## src/hdl/desc_pkg.sv

```systemverilog
package desc_pkg;

   localparam int ROW_COUNT      = 8;
   localparam int WORD_BITS      = 16;
   localparam int SYN_BITS       = ROW_COUNT;
   localparam int POS_BITS       = 4;
   localparam int CSR_ADDR_BITS  = 5;
   localparam int REG_INDEX_LSB  = 2;
   localparam int CSR_DATA_BITS  = 32;
   localparam int RSP_DATA_BITS  = 48;

   typedef logic [WORD_BITS-1:0]                 word_type;
   typedef logic [SYN_BITS-1:0]                  syn_type;
   typedef logic [POS_BITS-1:0]                  pos_type;
   typedef logic [ROW_COUNT-1:0][WORD_BITS-1:0]  rows_type;
   typedef logic [WORD_BITS-1:0][SYN_BITS-1:0]   cols_type;
   typedef logic [WORD_BITS-1:0][WORD_BITS-1:0]  pair_type;

   localparam word_type MSB_MASK = word_type'(1) << (WORD_BITS - 1);

   typedef enum logic [1:0] {
      STATUS_CLEAN  = 2'd0,
      STATUS_SINGLE = 2'd1,
      STATUS_DOUBLE = 2'd2,
      STATUS_UNCORR = 2'd3
   } status_type;

   // stage 1 -> 2
   typedef struct packed {
      word_type word;
      syn_type  syn;
   } syn_stage_type;

   // stage 2 -> 3
   typedef struct packed {
      word_type word;
      syn_type  syn;
      word_type single_hit;   // bit i: column i equals syndrome
      pair_type pair_hit;     // [i][j]: column i ^ column j equals syndrome, i != j
   } match_stage_type;

   // stage 3 -> 4
   typedef struct packed {
      word_type   word;
      syn_type    syn;
      status_type status;
      pos_type    first;
      word_type   pair_row;   // pair hits of the chosen first column
   } locate_stage_type;

   // stage 4 -> output
   typedef struct packed {
      word_type   word;
      syn_type    syn;
      status_type status;
      pos_type    first;
      pos_type    second;
   } result_type;

   // column c: bit (15-c) of each row, row 0 in the top bit
   function automatic cols_type columns_of(rows_type rows);
      cols_type cols;
      for (int c = 0; c < WORD_BITS; c++) begin
         for (int r = 0; r < ROW_COUNT; r++) begin
            cols[c][SYN_BITS-1-r] = rows[r][WORD_BITS-1-c];
         end
      end
      return cols;
   endfunction

endpackage

```

## src/hdl/desc_syndrome.sv

```systemverilog
module desc_syndrome (
   input  logic                        clock,
   input  logic                        load,
   input  desc_pkg::word_type          word,
   input  desc_pkg::rows_type          rows,
   output desc_pkg::syn_stage_type     stage_out
);

   desc_pkg::syn_stage_type stage_ff, stage_in;

   always_comb begin
      stage_in.word = word;
      for (int r = 0; r < desc_pkg::ROW_COUNT; r++) begin
         stage_in.syn[desc_pkg::SYN_BITS-1-r] = ^(word & rows[r]);
      end
   end

   always_ff @(posedge clock) begin
      if (load) begin
         stage_ff <= stage_in;
      end
   end

   assign stage_out = stage_ff;

endmodule

```

## src/hdl/desc_match.sv

```systemverilog
module desc_match (
   input  logic                        clock,
   input  logic                        load,
   input  desc_pkg::syn_stage_type     stage_in_data,
   input  desc_pkg::rows_type          rows,
   output desc_pkg::match_stage_type   stage_out
);

   desc_pkg::match_stage_type stage_ff, stage_in;
   desc_pkg::cols_type        cols;

   assign cols = desc_pkg::columns_of(rows);

   // all single and pair compares in parallel
   always_comb begin
      stage_in.word = stage_in_data.word;
      stage_in.syn  = stage_in_data.syn;
      for (int i = 0; i < desc_pkg::WORD_BITS; i++) begin
         stage_in.single_hit[i] = (cols[i] == stage_in_data.syn);
         for (int j = 0; j < desc_pkg::WORD_BITS; j++) begin
            stage_in.pair_hit[i][j] = (i != j) && ((cols[i] ^ cols[j]) == stage_in_data.syn);
         end
      end
   end

   always_ff @(posedge clock) begin
      if (load) begin
         stage_ff <= stage_in;
      end
   end

   assign stage_out = stage_ff;

endmodule

```

## src/hdl/desc_locate.sv

```systemverilog
module desc_locate (
   input  logic                        clock,
   input  logic                        load,
   input  desc_pkg::match_stage_type   stage_in_data,
   output desc_pkg::locate_stage_type  stage_out
);

   desc_pkg::locate_stage_type stage_ff, stage_in;
   logic                       found;
   desc_pkg::pos_type          idx;

   // lowest column with a single or pair hit wins
   always_comb begin
      found = 1'b0;
      idx   = '0;
      for (int i = desc_pkg::WORD_BITS - 1; i >= 0; i--) begin
         if (stage_in_data.single_hit[i] || (|stage_in_data.pair_hit[i])) begin
            found = 1'b1;
            idx   = desc_pkg::pos_type'(i);
         end
      end
   end

   always_comb begin
      stage_in.word     = stage_in_data.word;
      stage_in.syn      = stage_in_data.syn;
      stage_in.first    = '0;
      stage_in.pair_row = '0;
      priority if (stage_in_data.syn == '0) begin
         stage_in.status = desc_pkg::STATUS_CLEAN;
      end else if (!found) begin
         stage_in.status = desc_pkg::STATUS_UNCORR;
      end else if (stage_in_data.single_hit[idx]) begin
         stage_in.status = desc_pkg::STATUS_SINGLE;
         stage_in.first  = idx;
      end else begin
         stage_in.status   = desc_pkg::STATUS_DOUBLE;
         stage_in.first    = idx;
         stage_in.pair_row = stage_in_data.pair_hit[idx];
      end
   end

   always_ff @(posedge clock) begin
      if (load) begin
         stage_ff <= stage_in;
      end
   end

   assign stage_out = stage_ff;

endmodule

```

## src/hdl/desc_correct.sv

```systemverilog
module desc_correct (
   input  logic                        clock,
   input  logic                        load,
   input  desc_pkg::locate_stage_type  stage_in_data,
   output desc_pkg::result_type        result
);

   desc_pkg::result_type result_ff, result_in;
   desc_pkg::pos_type    second;
   desc_pkg::word_type   flip;

   // lowest partner column
   always_comb begin
      second = '0;
      for (int j = desc_pkg::WORD_BITS - 1; j >= 0; j--) begin
         if (stage_in_data.pair_row[j]) begin
            second = desc_pkg::pos_type'(j);
         end
      end
   end

   always_comb begin
      result_in.syn    = stage_in_data.syn;
      result_in.status = stage_in_data.status;
      result_in.first  = stage_in_data.first;
      result_in.second = '0;
      unique case (stage_in_data.status)
         desc_pkg::STATUS_SINGLE: begin
            flip = desc_pkg::MSB_MASK >> stage_in_data.first;
         end
         desc_pkg::STATUS_DOUBLE: begin
            flip = (desc_pkg::MSB_MASK >> stage_in_data.first)
                 ^ (desc_pkg::MSB_MASK >> second);
            result_in.second = second;
         end
         default: begin
            flip = '0;
         end
      endcase
      result_in.word = stage_in_data.word ^ flip;
   end

   always_ff @(posedge clock) begin
      if (load) begin
         result_ff <= result_in;
      end
   end

   assign result = result_ff;

endmodule

```

## src/hdl/double_error_syndrome_corrector.sv

```systemverilog
// Channel  | Dir | Payload
// ---------+-----+-----------------------------------------------------------
// req_     | in  | tdata[15:0] received_word
// rsp_     | out | tdata: corrected_word, data_byte, syndrome, error_status,
//          |     |        first_position, second_position (lowest bit up)
// csr_     | cfg | APB, parity_row_0..7 at byte address 4*i
//
// One codeword per cycle while rsp_ keeps up; rsp valid follows the req transfer
// through four register stages: syndrome, column compares, first column pick,
// partner pick and bit flip.
// Reset clears the valid bits and the parity rows; no memory to sweep.
// Each stage holds while full and blocked downstream; bubbles close up, so
// req_tready stays high while any stage is empty even when rsp_ stalls.
module double_error_syndrome_corrector (
   input  logic                              clock,
   input  logic                              reset,

   input  logic                              req_tvalid,
   output logic                              req_tready,
   input  logic [desc_pkg::WORD_BITS-1:0]    req_tdata,   // [15:0] received_word

   output logic                              rsp_tvalid,
   input  logic                              rsp_tready,
   // [15:0] corrected_word, [23:16] data_byte, [31:24] syndrome,
   // [33:32] error_status, [37:34] first_position, [41:38] second_position, rest 0
   output logic [desc_pkg::RSP_DATA_BITS-1:0] rsp_tdata,

   input  logic                              csr_psel,
   input  logic                              csr_penable,
   input  logic                              csr_pwrite,
   input  logic [desc_pkg::CSR_ADDR_BITS-1:0] csr_paddr,
   input  logic [desc_pkg::CSR_DATA_BITS-1:0] csr_pwdata,
   output logic [desc_pkg::CSR_DATA_BITS-1:0] csr_prdata,
   output logic                              csr_pready
);

   localparam int IDX_BITS = desc_pkg::CSR_ADDR_BITS - desc_pkg::REG_INDEX_LSB;

   // ---------------- configuration ----------------
   desc_pkg::rows_type        rows_ff;
   logic [IDX_BITS-1:0]       csr_index;
   logic                      csr_write;

   assign csr_index  = csr_paddr[desc_pkg::CSR_ADDR_BITS-1:desc_pkg::REG_INDEX_LSB];
   assign csr_pready = 1'b1;
   assign csr_write  = csr_psel && csr_penable && csr_pwrite && csr_pready;
   assign csr_prdata = desc_pkg::CSR_DATA_BITS'(rows_ff[csr_index]);

   always_ff @(posedge clock) begin
      if (reset) begin
         rows_ff <= '0;
      end else if (csr_write) begin
         rows_ff[csr_index] <= csr_pwdata[desc_pkg::WORD_BITS-1:0];
      end
   end

   // ---------------- pipeline control ----------------
   // A stage loads when it is empty or its successor loads this cycle.
   logic v1_ff, v2_ff, v3_ff, v4_ff;
   logic v1_in, v2_in, v3_in, v4_in;
   logic en1, en2, en3, en4;

   assign en4 = !v4_ff || rsp_tready;
   assign en3 = !v3_ff || en4;
   assign en2 = !v2_ff || en3;
   assign en1 = !v1_ff || en2;

   assign v1_in = en1 ? req_tvalid : v1_ff;
   assign v2_in = en2 ? v1_ff      : v2_ff;
   assign v3_in = en3 ? v2_ff      : v3_ff;
   assign v4_in = en4 ? v3_ff      : v4_ff;

   always_ff @(posedge clock) begin
      if (reset) begin
         v1_ff <= 1'b0;
         v2_ff <= 1'b0;
         v3_ff <= 1'b0;
         v4_ff <= 1'b0;
      end else begin
         v1_ff <= v1_in;
         v2_ff <= v2_in;
         v3_ff <= v3_in;
         v4_ff <= v4_in;
      end
   end

   assign req_tready = en1;
   assign rsp_tvalid = v4_ff;

   // ---------------- datapath stages ----------------
   desc_pkg::syn_stage_type    s1;
   desc_pkg::match_stage_type  s2;
   desc_pkg::locate_stage_type s3;
   desc_pkg::result_type       s4;

   // stage 1: syndrome, one parity tree per row
   desc_syndrome u_syndrome (
      .clock     (clock),
      .load      (en1),
      .word      (req_tdata),
      .rows      (rows_ff),
      .stage_out (s1)
   );

   // stage 2: every column and column pair against the syndrome
   desc_match u_match (
      .clock         (clock),
      .load          (en2),
      .stage_in_data (s1),
      .rows          (rows_ff),
      .stage_out     (s2)
   );

   // stage 3: first column in search order, status
   desc_locate u_locate (
      .clock         (clock),
      .load          (en3),
      .stage_in_data (s2),
      .stage_out     (s3)
   );

   // stage 4: partner column, flip, output register
   desc_correct u_correct (
      .clock         (clock),
      .load          (en4),
      .stage_in_data (s3),
      .result        (s4)
   );

   assign rsp_tdata = {6'b0, s4.second, s4.first, s4.status, s4.syn,
                       s4.word[desc_pkg::WORD_BITS-1:8], s4.word};

endmodule

```

## config.mk

```make
export PLATFORM = sky130hd
export DESIGN_NAME = double_error_syndrome_corrector
export DESIGN_NICKNAME = d
export VERILOG_FILES = /design/src/hdl/desc_pkg.sv /design/src/hdl/desc_syndrome.sv /design/src/hdl/desc_match.sv /design/src/hdl/desc_locate.sv /design/src/hdl/desc_correct.sv /design/src/hdl/double_error_syndrome_corrector.sv
export SDC_FILE = /design/constraint.sdc
export NUM_CORES = 2
export LEC_CHECK = 0
export ABC_AREA = 1
export BUFFER_PORTS_ARGS = -buffer_cell sky130_fd_sc_hd__buf_2
export CAP_MARGIN = 20
export CORE_MARGIN = 1.5
export CORE_UTILIZATION = 35
export CTS_CLUSTER_DIAMETER = 120
export DETAILED_ROUTE_END_ITERATION = 7
export PLACE_DENSITY_LB_ADDON = 0.3
export SYNTH_ARGS = -nofsm -noshare
export SYNTH_HDL_FRONTEND = slang
export SYNTH_SLANG_ARGS = --single-unit
```

## constraint.sdc

```tcl
create_clock -name clock -period 13.6 [get_ports clock]
set_input_delay 2.04 -clock clock [delete_from_list [all_inputs] [get_ports clock]]
set_output_delay 2.04 -clock clock [all_outputs]
set_load 0.01 [all_outputs]
```

* Word-level counts from Yosys, hierarchy flattened
Index checks and enable logic that the tools add are counted.
W data, S select, Z words.
** Storage, ports and cells
- Register bits after elaboration :: 516
- Latch bits :: 0
- Memory bits (writable) :: 0
- Bits in read-only memories :: 0
- Input port bits :: 60
- Output and inout bits :: 83
- Logic and storage cells :: 431
- Memories :: 0
** Cells by class
- Add/subtract/negate cells :: 0
- $mul :: 0
- Divide/modulo/power cells :: 0
- $lt $le $gt $ge :: 3
- Eq/ne operators :: 138
- Shift-type cells :: 2
- Mux-type cells :: 60
- Bitwise gates (word level) :: 131
- Reduce and logical (&&, ||, !) cells :: 54
** Operator list (count)
- $eq A8 B8 Y1 :: 136
- $xor A8 B8 Y8 :: 120
- $reduce_or A15 Y1 :: 16
- $and A16 B16 Y16 :: 8
- $bwmux W128 :: 1
- $mux W4 :: 32
- $reduce_xor A16 Y1 :: 8
- $bmux W16 S4 :: 1
- $bmux W16 S3 :: 1
- $demux W16 S3 :: 1
- $mux W16 :: 3
- $pmux W16 S2 :: 1
- $shr A16 B4 Y16 const A :: 2
- $xor A16 B16 Y16 :: 2
- $logic_or A1 B1 Y1 :: 20
- $mux W1 :: 17
- $logic_not A8 Y1 :: 1
- $mux W6 :: 1
- $lt A4 B5 Y1 const B :: 1
- $bmux W1 S4 :: 1
- $logic_not A1 Y1 :: 4
- $lt A3 B4 Y1 const B :: 1
- $ge A3 B1 Y1 const B :: 1
- $logic_and A1 B1 Y1 :: 3
- other kinds (6) :: 6

* Longest topological paths before layout
- Word-level depth :: 22
- Gate-level depth with buffers :: 30
- Gate-level depth less buffers :: 28

* Modules after synthesis
A second synthesis with hierarchy kept.
** Unflattened totals
- Cells, all modules :: 8531
- Area total of the unflattened synthesis :: 45418.6 um2
** Modules (own cells, without submodules)
- desc_match :: instances 1, cells an instance 5274, area each 26045.0 um2, sequential area each 4804.6 um2
- double_error_syndrome_corrector :: instances 1, cells an instance 1136, area each 6786.5 um2, sequential area each 2642.5 um2
- desc_locate :: instances 1, cells an instance 981, area each 5640.4 um2, sequential area each 1381.3 um2
- desc_syndrome :: instances 1, cells an instance 816, area each 4488.1 um2, sequential area each 720.7 um2
- desc_correct :: instances 1, cells an instance 324, area each 2458.6 um2, sequential area each 1021.0 um2

* Worst setup path before layout
OpenSTA, ideal clock, no wires.
- Kind :: input-to-reg
- From :: input port rsp_tready
- To :: register u_match.stage_ff, in the netlist u_match.stage_out[100], enable pin
- Library setup time :: 0.513 ns
- Data arrival time :: 7.098 ns
- Data required time :: 13.087 ns
- Setup slack :: 5.989 ns
- Stages :: 6
- Buffers on the path :: 0
- Cells stage by stage :: nor2_1 -> inv_1 -> nor2_1 -> inv_1 -> nor2_1 -> inv_1
** Between the ends
- Longest elaborated chain between the ends :: 3
** RTL lines
- start: declaration :: RTL line double_error_syndrome_corrector.sv:23 : input logic rsp_tready,
- $logic_or A1 B1 Y1 :: RTL line double_error_syndrome_corrector.sv:63 : assign en4 = !v4_ff || rsp_tready;
- net en4 :: RTL line double_error_syndrome_corrector.sv:61 : logic en1, en2, en3, en4;
- $logic_or A1 B1 Y1 :: RTL line double_error_syndrome_corrector.sv:64 : assign en3 = !v3_ff || en4;
- net en3 :: RTL line double_error_syndrome_corrector.sv:61
- $logic_or A1 B1 Y1 :: RTL line double_error_syndrome_corrector.sv:65 : assign en2 = !v2_ff || en3;
- net en2 :: RTL line double_error_syndrome_corrector.sv:61
- end signal: assignment :: RTL line desc_match.sv:28 : stage_ff <= stage_in;
- end: declaration :: RTL line desc_match.sv:9 : desc_pkg::match_stage_type stage_ff, stage_in;
The timed path passes the listed nets, and every way through them passes these cells.
A chain may end at the register's enable or synchronous reset.

* Final worst setup path
- From :: input port csr_paddr[4] (netlist name)
- To :: output port csr_prdata[4] (netlist name)
** Between the ends
- Longest elaborated chain between the ends :: 2
** RTL lines
- start: declaration :: RTL line double_error_syndrome_corrector.sv:31 : input logic [desc_pkg::CSR_ADDR_BITS-1:0] csr_paddr,
- $bmux W16 S3 :: RTL line double_error_syndrome_corrector.sv:47 : assign csr_prdata = desc_pkg::CSR_DATA_BITS'(rows_ff[csr_index]);
- $mux W16 (implied by the code) :: RTL line double_error_syndrome_corrector.sv:47
- end: declaration :: RTL line double_error_syndrome_corrector.sv:33 : output logic [desc_pkg::CSR_DATA_BITS-1:0] csr_prdata,
Every way passes these cells. The select of a mux whose other input is x is not followed.

==> metrics.cfg <==
[status]
status = finished, final reports clean

[yosys]
yosysTopAreaCell = xor2_1
synth_top_family_by_area = XOR/XNOR gates
syn_inst = 3900
ys.warnings.count = 0
synth_seq_area_share_pct = 33.2
synth_cell_types = 55
syn_area_per_cell_um2 = 8.16
synth_xor_area_share_pct = 31.1
synth_edf_count = 264
synth_compound_area_share_pct = 7.41
syn_area_mm2 = 0.0318
synth.area.mux_share_pct = 0
synth_area_leaders = xor2_1 (27%), edfxtp_1 (25%), dfxtp_1 (8.3%)
async_flop_share_pct = 0
synthAdderAreaFrac_pct = 0.0787
yosys_register_bits = 396
synthSimpleGateAreaFrac_pct = 20.1
synthFlopType = edfxtp_1
synth.top_cell.area_share_pct = 27.5

[finish]
final_cell_mix = xor2_1 (979), nand2_1 (508), nor2_1 (408)
synthToLayoutAreaGrowth_pct = 11.1
finish.utilization_pct = 39.2
drive_gt1_share_pct = 10.4
nFillCells = 9235
final_net_count = 3970
stdcell_count = 5117
multi_input_area_mm2 = 0.0190
register_area_mm2 = 0.0106
final_common_cell = xor2_1

[floorplan]
initial_utilization_pct = 35.3
rows = 110
dieHeight_um = 304
die_w_um = 304
fp.coreArea_mm2 = 0.0900
dieArea_mm2 = 0.0927
ios = 143

[pwr]
powerDensity_mw_per_mm2 = 136
vdd_drop_max_uv = 115
pwr-share-comb_pct = 37.2
switching_power_w = 0.00199
p_sw_share_pct = 41.5
p_leak_nw = 13.9
power_w = 0.00480
p_clk_share_pct = 25.8
pwr-share-seq_pct = 37.0
p_int_w = 0.00281

[timing]
rsz0062_at_grt = false
finalClockSkew_ps = 46.5
fin_crit_ps = 6370
finalHoldViolations = 0
fin_setup_tns_ps = 0
worst_pin_slew_ps = 1320
setup_viol = 0
slew_headroom_pct = 10.9
maxSlewViolCount = 0
finalHoldWorstSlack_ps = 412
fmax_ghz = 0.157
fin_crit_sh_pct = 46.9

[min_path]
hp-class = flop to flop

[placement]
place_congestion = 1.03
hpwl_um = 122000
numPortBuffers = 101
dp.cells = 5032

[critical_path]
crit_type = input port to output pin
cp_max_fo = 11
crit_path_end_kind = output pin
arrival_ps = 4330
start_kind = input port
crit_path_max_incr_delay_ps = 710
path_cells = buf_2 > inv_1 > nor3_2 > inv_1 > o22ai_1 > a21oi_1 > o2111ai_1 > buf_2
crit_slowest_cell = nor3_2
required_ps = 11560

[cts]
clockBufferDepth = 3
htree_levels = 2
holdBufCountCts = 0
cts_buffers = 46
cts.sinks = 396
clk_pin_slew_ps = 60
insertion_delay_ps = 620
cts_setup_buffers = 0
cts-root-buf = clkbuf_16
tritoncts = done
post_cts_resized = 0

[routing]
drtPass1Iterations = 6
drc = 0
drt_iter0_drc = 4270
vias = 29800
postRouteAntennaNets = 0
wl_um = 166000
viasPerCell = 5.83
drt-wirelength-per-cell_um = 32.4

[global_routing]
overflow = 0
grt_first_pass_wirelength_um = 226000
grt_antenna_before_repair = 10
grt_pass1_vias = 27700
grt_max_degree = 94
grtUsageTotal_pct = 34.8

[job]
cap_violations = 0

==> sequential cells by signal (all words and copies together), names as in the netlist <==
signal and count:
rsp_tvalid 1, u_locate.stage_out 46, u_syndrome.stage_out 24, v1_ff 1, v3_ff 1, rows_ff 128
v2_ff 1, u_correct.result 34, u_match.stage_out 160
==> power by group through the flow <==
stage / combinational [W] / clock (W) / sequential [W]
6_report: 0.00178 / 0.00124 / 0.00178
2_1_floorplan: 0.00105 / 0 / 0.00171
4_1_cts: 0.00171 / 0.00126 / 0.00177
3_3_place_gp: 0.00170 / 0 / 0.00179
5_1_grt: 0.00187 / 0.00130 / 0.00180
3_5_place_dp: 0.00170 / 0 / 0.00180
==> synth_stat cells (5+ instances only) <==
master,number
edfxtp_1,264
buf_1,37
buf_2,40
inv_1,247
inv_2,42
nand3_1,121
nor2_1,408
nand2_1,508
xor2_1,997
a22oi_1,6
xnor2_1,127
o2111ai_1,27
nor4_1,109
clkbuf_2,14
o22ai_1,31
nor3_1,24
a211oi_1,125
o21ai_0,81
o21ai_1,6
nand4_1,180
nor4b_1,6
clkinv_1,28
dfxtp_1,132
clkbuf_1,174
buf_4,34
a21oi_1,50
nor2_4,7
nand3b_1,5
a221oi_1,18
==> cell families after synthesis <==
| family | Yosys count |
|---|---|
| compound gates | 356 |
| xor+xnor | 1126 |
| fa+ha+maj | 2 |
| buf+inv | 620 |
| flops | 396 |
| other cells | 2 |
| simple gates | 1398 |
==> path summary, 6_finish.rpt <==
check                      startpoint                endpoint  slack [ps]  cells after the start
max                      csr_paddr[4]           csr_prdata[4]        7230                      8
min          u_syndrome.stage_out[12]  u_match.stage_out[284]         410                      0
max reg2reg   u_syndrome.stage_out[1]  u_match.stage_out[180]        9340                      8
min reg2reg  u_syndrome.stage_out[12]  u_match.stage_out[284]         410                      0
==> critical path, delay by kind of cell <==
kind            cells  cell delay (ps)
compound gates      3              520
buf+inv             4             1050
simple gates        1              710
==> cell type report <==
type	instances	share of cell area, %
diodes	1	0.00708
inverters	317	3.38
well taps	1176	4.16
repair buffers	241	4.45
clock buffers	54	3.46
multi-input cells	2906	53.9
flip-flops and latches	396	29.9
clock inverters	26	0.765
==> metal layers <==
layer  share of wire [%]  vias up  global-route usage [%]
met5               0.034        -                       0
met4                 7.7        8                    22.0
met3                  12      560                    10.1
met2                  40     2105                    49.8
met1                  40    14300                    45.8
li1                    -    12800                       -
==> per-stage QoR <==
stage          area (um^2)  setup WS [ps]
6_report             35300           7230
5_1_grt              35300           7220
4_1_cts              35300           7290
3_5_place_dp         33800           7300
3_3_place_gp         33800           6900
2_1_floorplan        31900           5990
Note: power is estimated with default switching activity, not from simulation.
